--- src/rtl/assert_macros.svh ---
// ----------------------------------------------------------------------------
// assert_macros.svh
// Assertion macros shared by the datapath and controller RTL files of the square root block.
// ----------------------------------------------------------------------------
`ifndef ASSERT_MACROS_SVH
`define ASSERT_MACROS_SVH

`ifndef ASSERT_OFF

// A property that must hold at every clock edge outside reset.
`define ASSERT_AT(lbl, clk, rst_n, prop) \
    lbl: assert property (@(posedge clk) disable iff (!(rst_n)) (prop)) \
        else $error("assertion failed");

// An antecedent that implies a consequent in the same cycle.
`define ASSERT_IMPLIES(lbl, clk, rst_n, ante, cons) \
    lbl: assert property (@(posedge clk) disable iff (!(rst_n)) (ante) |-> (cons)) \
        else $error("assertion failed");

`else

`define ASSERT_AT(lbl, clk, rst_n, prop)
`define ASSERT_IMPLIES(lbl, clk, rst_n, ante, cons)

`endif

`endif

--- src/rtl/fpsr_pkg.sv ---
// ----------------------------------------------------------------------------
// fpsr_pkg
// Shared constants and controller/datapath interface types.
// ----------------------------------------------------------------------------
package fpsr_pkg;

    localparam int INPUT_BITS_DEF    = 31;
    localparam int FRACTION_BITS_DEF = 30;

    // Commands from the controller to the datapath.
    typedef struct packed {
        logic load;
        logic step;
    } t_dp_cmd;

    // Status from the datapath back to the controller.
    typedef struct packed {
        logic last;
    } t_dp_stat;

endpackage

--- src/rtl/fixed_point_square_root.sv ---
// ----------------------------------------------------------------------------
// fixed_point_square_root
// Floor square root of an unsigned integer in unsigned fixed point.
//
//   channel   handshake            payload
//   input     start, busy          i_radicand   [INPUT_BITS-1:0]
//   result    o_valid (strobe)     o_root_fixed [ROOT_BITS-1:0]
//
// A word is taken at an edge with start high and busy low. The datapath then
// resolves one root bit per cycle with one compare and subtract, and the result
// strobe follows the final step. A new word may be started in the strobe cycle,
// but not while busy, so words do not overlap. Reset is synchronous and returns
// the controller to idle. The receiver cannot stall: each result is shown for
// one cycle only.
// ----------------------------------------------------------------------------
module fixed_point_square_root #(
    parameter int INPUT_BITS    = fpsr_pkg::INPUT_BITS_DEF,
    parameter int FRACTION_BITS = fpsr_pkg::FRACTION_BITS_DEF,
    localparam int ROOT_BITS    = (INPUT_BITS + 1) / 2 + FRACTION_BITS
) (
    input  logic                  i_clk,
    input  logic                  i_rst_n,
    input  logic                  start,
    input  logic [INPUT_BITS-1:0] i_radicand,
    output logic                  busy,
    output logic                  o_valid,
    output logic [ROOT_BITS-1:0]  o_root_fixed
);

    fpsr_pkg::t_dp_cmd  w_cmd;
    fpsr_pkg::t_dp_stat w_stat;

    fpsr_ctrl u_ctrl (
        .i_clk   (i_clk),
        .i_rst_n (i_rst_n),
        .start   (start),
        .i_stat  (w_stat),
        .o_cmd   (w_cmd),
        .busy    (busy),
        .o_valid (o_valid)
    );

    fpsr_datapath #(
        .INPUT_BITS    (INPUT_BITS),
        .FRACTION_BITS (FRACTION_BITS)
    ) u_datapath (
        .i_clk      (i_clk),
        .i_rst_n    (i_rst_n),
        .i_cmd      (w_cmd),
        .i_radicand (i_radicand),
        .o_stat     (w_stat),
        .o_root     (o_root_fixed)
    );

endmodule

--- src/rtl/fpsr_datapath.sv ---
// ----------------------------------------------------------------------------
// fpsr_datapath
// Digit-by-digit square root datapath: one root bit per step.
// ----------------------------------------------------------------------------
`include "assert_macros.svh"

module fpsr_datapath #(
    parameter int INPUT_BITS    = fpsr_pkg::INPUT_BITS_DEF,
    parameter int FRACTION_BITS = fpsr_pkg::FRACTION_BITS_DEF,
    localparam int HALF_BITS    = (INPUT_BITS + 1) / 2,
    localparam int ROOT_BITS    = HALF_BITS + FRACTION_BITS
) (
    input  logic                  i_clk,
    input  logic                  i_rst_n,
    input  fpsr_pkg::t_dp_cmd     i_cmd,
    input  logic [INPUT_BITS-1:0] i_radicand,
    output fpsr_pkg::t_dp_stat    o_stat,
    output logic [ROOT_BITS-1:0]  o_root
);

    localparam int RAD_W = 2 * HALF_BITS;
    localparam int REM_W = ROOT_BITS + 2;
    localparam int CNT_W = (ROOT_BITS > 1) ? $clog2(ROOT_BITS) : 1;

    logic [RAD_W-1:0]     r_rad, n_rad;
    logic [REM_W-1:0]     r_rem, n_rem;
    logic [ROOT_BITS-1:0] r_root, n_root;
    logic [CNT_W-1:0]     r_count, n_count;

    logic [REM_W-1:0] w_rem_sh;
    logic [REM_W-1:0] w_trial;
    logic             w_keep;

    // The radicand enters two bits per step, then zeros for the fraction part.
    assign w_rem_sh = {r_rem[ROOT_BITS-1:0], r_rad[RAD_W-1 -: 2]};
    assign w_trial  = {r_root, 2'b01};
    assign w_keep   = (w_rem_sh >= w_trial);

    always_comb begin
        n_rad   = r_rad;
        n_rem   = r_rem;
        n_root  = r_root;
        n_count = r_count;
        if (i_cmd.load) begin
            n_rad   = RAD_W'(i_radicand);
            n_rem   = '0;
            n_root  = '0;
            n_count = CNT_W'(ROOT_BITS - 1);
        end else if (i_cmd.step) begin
            n_rad   = r_rad << 2;
            n_rem   = w_keep ? (w_rem_sh - w_trial) : w_rem_sh;
            n_root  = (r_root << 1) | ROOT_BITS'(w_keep);
            n_count = r_count - CNT_W'(1);
        end
    end

    always_ff @(posedge i_clk) begin
        if (!i_rst_n) begin
            r_count <= '0;
        end else begin
            r_count <= n_count;
        end
        r_rad  <= n_rad;
        r_rem  <= n_rem;
        r_root <= n_root;
    end

    assign o_stat.last = (r_count == '0);
    assign o_root      = r_root;

    `ASSERT_IMPLIES(a_no_load_and_step, i_clk, i_rst_n, i_cmd.load, !i_cmd.step)
    `ASSERT_IMPLIES(a_count_reloads, i_clk, i_rst_n, $past(i_cmd.load),
        r_count == CNT_W'(ROOT_BITS - 1))
    `ASSERT_IMPLIES(a_rem_bounded, i_clk, i_rst_n, i_cmd.step,
        n_rem <= REM_W'({n_root, 1'b0}))

endmodule

--- src/rtl/fpsr_ctrl.sv ---
// ----------------------------------------------------------------------------
// fpsr_ctrl
// Controller for the square root block: load, step sequence and result strobe.
// ----------------------------------------------------------------------------
`include "assert_macros.svh"

module fpsr_ctrl (
    input  logic               i_clk,
    input  logic               i_rst_n,
    input  logic               start,
    input  fpsr_pkg::t_dp_stat i_stat,
    output fpsr_pkg::t_dp_cmd  o_cmd,
    output logic               busy,
    output logic               o_valid
);

    localparam logic [1:0] ST_IDLE = 2'd0;
    localparam logic [1:0] ST_RUN  = 2'd1;
    localparam logic [1:0] ST_DONE = 2'd2;

    logic [1:0] r_state, n_state;

    assign busy       = (r_state == ST_RUN);
    assign o_valid    = (r_state == ST_DONE);
    assign o_cmd.load = start && !busy;
    assign o_cmd.step = (r_state == ST_RUN);

    always_comb begin
        n_state = r_state;
        case (r_state)
            ST_IDLE: begin
                if (start) n_state = ST_RUN;
            end
            ST_RUN: begin
                if (i_stat.last) n_state = ST_DONE;
            end
            ST_DONE: begin
                // A new word may be taken while the result is on the ports.
                n_state = start ? ST_RUN : ST_IDLE;
            end
            default: begin
                n_state = ST_IDLE;
            end
        endcase
    end

    always_ff @(posedge i_clk) begin
        if (!i_rst_n) begin
            r_state <= ST_IDLE;
        end else begin
            r_state <= n_state;
        end
    end

    `ASSERT_IMPLIES(a_valid_not_busy, i_clk, i_rst_n, o_valid, !busy)
    `ASSERT_AT(a_valid_one_cycle, i_clk, i_rst_n, o_valid |=> !o_valid)
    `ASSERT_IMPLIES(a_valid_after_last, i_clk, i_rst_n, o_valid,
        $past(busy) && $past(i_stat.last))

endmodule
--- config.mk ---
export PLATFORM = sky130hd
export DESIGN_NAME = fixed_point_square_root
export DESIGN_NICKNAME = d
export VERILOG_FILES = /design/src/rtl/fpsr_pkg.sv /design/src/rtl/fixed_point_square_root.sv /design/src/rtl/fpsr_datapath.sv /design/src/rtl/fpsr_ctrl.sv
export VERILOG_INCLUDE_DIRS = /design/src /design/src/rtl
export SDC_FILE = /design/constraint.sdc
export NUM_CORES = 1
export LEC_CHECK = 0
export BUFFER_PORTS_ARGS = -buffer_cell sky130_fd_sc_hd__buf_4
export CELL_PAD_IN_SITES_DETAIL_PLACEMENT = 1
export CELL_PAD_IN_SITES_GLOBAL_PLACEMENT = 2
export CORE_MARGIN = 10
export CORE_UTILIZATION = 36
export DETAILED_ROUTE_END_ITERATION = 6
export PLACE_DENSITY = 0.9
export SLEW_MARGIN = 20
export SYNTH_ARGS = -nofsm -noshare
export SYNTH_HDL_FRONTEND = slang
export SYNTH_SLANG_ARGS = --single-unit
export TNS_END_PERCENT = 1
--- constraint.sdc ---
create_clock -name i_clk -period 3.34 [get_ports i_clk]
set_clock_uncertainty 0.1 [all_clocks]
set_input_delay 1.002 -clock i_clk [delete_from_list [all_inputs] [get_ports i_clk]]
set_output_delay 1.002 -clock i_clk [all_outputs]
set_load 0.01 [all_outputs]
==> run_results.csv, run 1 <==
group,metric,value,unit
cts,worstSkewPairLatency,440,ps
critical_path,rr_worst_depth,11,
synthesis,synth_warnings,0,
placement,gp_congestion,0.861,
global_routing,grt_antenna_before_repair,0,
cts,htree_levels,4,
global_routing,grt-ovfl-total,0,
critical_path,crit_type,"register to register",
finish,synthToLayoutAreaGrowth,21.4,%
synthesis,synthFlopType,"dfxtp_1",
synthesis,ys_top_cells_by_area,"dfxtp_1 (26%), edfxtp_1 (12%), ha_1 (7.8%)",
sta,rsz0062_at_grt,"no",
cts,cts_tree,"yes",
drt,viasPerCell,5.50,
synthesis,synthCells,913,
placement,post-dp-hpwl,17500,um
hold_path,worst_hold_path.endpoint,"u_datapath.r_rem[11]",
sta,setup_viol,0,
floorplan,fp.coreArea,0.0212,mm^2
drt,routed_wl,24100,um
critical_path,timing.rr.start,"u_datapath.o_root[11]",
sta,hold_violations,0,
global_routing,groute.usage.overall,0.168,
critical_path,reg2reg_to,"u_datapath.r_rem[41]",
floorplan,rows,53,
hold_path,min_path_type,"register to register",
run_status,outcome,"finished, final reports clean",
drt,wl_per_cell,18.8,um
hold_path,hold_path_depth,2,
sta,fin_setup_tns,0,ps
floorplan,die_y,168,um
sta,slew_viol_final,0,
synthesis,syn_nets,996,
critical_path,worstPathRequired,3560,ps
sta,fmax,325,MHz
synthesis,synth-edff-count,31,
drt,drtIter0Drc,328,
cts,clkTransAtPathRegs,70,ps
synthesis,synth_seq_area_share,0.377,
critical_path,start_kind,"register",
floorplan,die_w,168,um
synthesis,synth_top_area_share,0.258,
global_routing,grt_max_degree,112,
sta,min_period,3080,ps
synthesis,ys_types,61,
floorplan,initial_core_util,0.370,
drt,drc,0,
cts,cts_buffers,17,
drt,antenna_left,0,
critical_path,reg2reg_slack,260,ps
global_routing,grt_pass1_vias,7306,
synthesis,synth-async-reset-ratio,0,
sta,period_share,0.922,
drt,vias,7050,
finish,final_common_cell,"nand2_1",
hold_path,hold_start,"u_datapath.r_rem[11]",
synthesis,avgSynthCellArea,8.59,um^2
cts,root_buffer,"clkbuf_16",
finish,final_nets,1076,
synthesis,yosysTopAreaCell,"dfxtp_1",
synthesis,synthesis.area,0.00784,mm^2
run,cap_violations,0,
cts,cts.path.max_buffers,2,
critical_path,end_kind,"register",
finish,layout-drive-gt1-share,0.197,
critical_path,path_max_fanout,9,
critical_path,crit_arrival,3300,ps
finish,layout_common_cells,"nand2_1 (121), buf_4 (110), dfxtp_1 (101)",
floorplan,num_io_pins,82,
drt,drt_first_pass_iters,5,
sta,worstMarginPinSlew,668,ps
cts,cts_hold_buf,0,
cts,clock-sinks,132,
global_routing,grt_pass1_wl,39100,um
placement,port_buffers,81,
synthesis,ys_ff_latch,132,
finish,num_antenna_cells,0,
floorplan,die_area,0.0281,mm^2
sta,relSlewSlack,0.554,
[cells by family (layout without fill, tap and decap cells)]
logic type | Yosys count | after routing | synth area share
multiplexers | 51 | 51 | 0.0697
buffers and inverters | 115 | 208 | 0.0574
adder cells (fa/ha/maj) | 49 | 49 | 0.0782
AO/OA/AOI/OAI | 280 | 280 | 0.236
AND/OR/NAND/NOR | 246 | 246 | 0.138
XOR/XNOR | 40 | 40 | 0.0447
flip-flops | 132 | 132 | 0.377
[metal layers]
metal	vias to the layer above	global-route usage	wire length (um)
li1	3459	-	-
met1	3445	0.221	11900
met2	119	0.269	11000
met3	27	0.0321	828
met4	0	0.0549	381
met5	-	0	0
[how the worst max path moves through the flow]
stage                          start              endpoint  slack [ps]  cells after the start
5_1_grt        u_datapath.o_root[11]  u_datapath.r_rem[22]         0.6                     12
3_3_place_gp    u_datapath.o_root[5]  u_datapath.r_rem[10]         240                     12
2_1_floorplan  u_datapath.o_root[27]  u_datapath.r_rem[39]         420                     11
4_1_cts         u_datapath.o_root[4]  u_datapath.r_rem[22]          70                     12
3_5_place_dp    u_datapath.o_root[4]  u_datapath.r_rem[30]         120                     13
6_report       u_datapath.o_root[11]  u_datapath.r_rem[41]         260                     11
[state kept, by name, indices dropped and copies added (netlist names)]
register / count
u_datapath.o_root: 46
u_ctrl.r_state: 2
u_datapath.r_rem: 46
u_datapath.r_rad: 32
u_datapath.r_count: 6
[critical path, stage by stage (launching register included)]
cell	delay, ps
dfxtp_1	360
inv_1	70
ha_1	460
nand2_1	130
nor4_1	370
o211ai_1	190
nand3_1	170
a31oi_1	130
o31a_1	380
o211ai_1	200
o31ai_1	90
a221o_1	310
[final cells by class]
cell class	count	area, um^2
well taps	275	344
clock inverters	15	178
fillers	2504	11700
inverters	63	238
multi-input cells	666	4500
repair buffers	113	886
flip-flops and latches	132	2950
clock buffers	17	425
[Yosys cell counts, drive strengths merged, types with 2 or more instances]
master   instances
nand2          122
dfxtp          101
o21ai           74
inv             63
a21oi           59
nor2            50
ha              49
o31ai           48
clkbuf          39
edfxtp          31
mux2            29
nand3           24
a21o            23
mux2i           22
xnor2           20
xor2            20
a31oi           15
buf             13
and3            10
nand4           10
a22oi            9
nand2b           7
nor3             7
a221oi           6
a211oi           5
a22o             5
nor2b            5
o21bai           5
a221o            4
o211ai           4
a311oi           3
nor4             3
o2111ai          3
a2111oi          2
a21boi           2
and2             2
and4             2
o21a             2
o31a             2
o41ai            2
[through the flow]
step	hold slack, ps	cells	utilization	setup slack (ps)	instance area, um^2
4_1_cts	378	1280	0.446	72.8	9460
5_1_grt	396	1281	0.449	0.574	9520
3_5_place_dp	369	1248	0.418	115	8860
3_3_place_gp	354	1248	0.418	240	8860
6_report	374	1281	0.449	261	9520
2_1_floorplan	318	913	-	422	7840
[repair_timing]
action,in CTS,in global routing
setup endpoints to repair,0,30
setup buffers,0,1
resized for setup,0,14
Power of run 1 is not shown: default switching activity piles up to over one toggle a cycle in this logic, so the estimate is an artifact.
==> run 2, diff against run 1 <==
- CORE_ASPECT_RATIO: default -> 0.9
==> run_results.csv, run 2 (synthesis results as in run 1) <==
group,metric,value,unit
run,cap_violations,0,
floorplan,num_io_pins,82,
sta,hold_violations,0,
sta,period_share,0.959,
global_routing,grt_pass1_vias,7305,
drt,wl_per_cell,18.3,um
placement,gp_congestion,0.899,
critical_path,path_max_fanout,26,
critical_path,timing.rr.start,"u_datapath.o_root[27]",
finish,synthToLayoutAreaGrowth,21.3,%
global_routing,grt_max_degree,81,
critical_path,critPathLaunch,"u_datapath.o_root[27]",
cts,cts_tree,"yes",
hold_path,hold_path_depth,2,
placement,post-dp-hpwl,17000,um
sta,relSlewSlack,0.564,
sta,worstMarginPinSlew,653,ps
placement,post-place-ws,93.6,ps
finish,layout-drive-gt1-share,0.187,
global_routing,grt_pass1_wl,38400,um
finish,final_nets,1074,
run_status,outcome,"finished, final reports clean",
drt,drtIter0Drc,399,
cts,cts_buffers,17,
floorplan,die_w,176,um
drt,drc,0,
critical_path,rr_worst_depth,11,
drt,antenna_left,0,
critical_path,worstPathRequired,3560,ps
critical_path,reg2reg_to,"u_datapath.r_rem[4]",
cts,root_buffer,"clkbuf_16",
floorplan,initial_core_util,0.365,
finish,finalNonFillerCells,1295,
global_routing,grt_antenna_before_repair,0,
floorplan,die_y,160,um
floorplan,fp.coreArea,0.0215,mm^2
global_routing,grt-ovfl-total,0,
finish,final_util,0.442,
cts,clock-sinks,132,
finish,layout_common_cells,"nand2_1 (121), buf_4 (108), dfxtp_1 (101)",
sta,rsz0062_at_grt,"yes",
hold_path,worst_hold_path.endpoint,"u_datapath.r_rem[8]",
floorplan,rows,51,
sta,slew_viol_final,0,
cts,worstSkewPairLatency,430,ps
sta,setup_viol,0,
placement,port_buffers,81,
drt,viasPerCell,5.37,
sta,finalHoldWorstSlack,374,ps
hold_path,min_path_type,"register to register",
critical_path,crit_type,"register to register",
drt,routed_wl,23700,um
finish,final_common_cell,"nand2_1",
critical_path,start_kind,"register",
drt,vias,6958,
placement,place_inst,1261,
sta,final.setup.worst_slack,139,ps
critical_path,reg2reg_slack,140,ps
sta,min_period,3200,ps
critical_path,crit_arrival,3420,ps
critical_path,end_kind,"register",
finish,fill_cells,2514,
drt,drt_first_pass_iters,5,
sta,fmax,312,MHz
floorplan,die_area,0.0281,mm^2
finish,num_antenna_cells,0,
cts,clkTransAtPathRegs,70,ps
cts,htree_levels,4,
cts,cts.path.max_buffers,2,
global_routing,groute.usage.overall,0.166,
hold_path,hold_start,"u_datapath.r_rem[8]",
-- run 2: how the worst max path moves through the flow --
stage / slack, ps / to / depth (start not counted)
global placement: 160 / u_datapath.r_rem[39] / 10
global route: -70 / u_datapath.r_rem[45] / 11
floorplan: 420 / u_datapath.r_rem[39] / 11
CTS: 70 / u_datapath.r_rem[25] / 11
finish: 140 / u_datapath.r_rem[4] / 11
detailed placement: 90 / u_datapath.r_rem[39] / 10
-- run 2: through the flow --
stage / cell area (um^2) / setup TNS [ps]
global route: 9510 / -203
detailed placement: 8840 / 0
global placement: 8840 / 0
floorplan: 7840 / 0
CTS: 9450 / 0
finish: 9510 / 0
-- run 2: layer usage --
metal / track usage / vias to the layer above / routed length (um)
met2: 0.263 / 124 / 10700
met5: 0 / - / 0
li1: - / 3455 / -
met3: 0.0325 / 25 / 821
met1: 0.223 / 3354 / 11700
met4: 0.0485 / 0 / 377
-- run 2: worst max-delay path, stage by stage (launching register included) --
cell and delay [ps]:
dfxtp_1 370, inv_1 80, ha_1 410, a21o_1 210
a21o_1 210, a221o_1 440, o41ai_4 420, nand2_2 240
buf_12 240, nor2_1 120, a21oi_1 70, a22o_1 200
-- run 2: final cells by class --
cell class,count,area [um^2],share of cell area
tap,291,364,0.0383
multi-input combinational,666,4490,0.472
sequential,132,2950,0.310
clock inverter,15,181,0.0191
inverter,63,238,0.0250
clock buffer,17,425,0.0447
timing repair buffer,111,862,0.0906
-- run 2: what timing repair did --
item | CTS | global route
setup buffers | 0 | 2
gates resized for setup | 0 | 8
hold buffers | 0 | 0
endpoints found under the setup margin | 0 | 45
Power of run 2 is left out for the same reason.
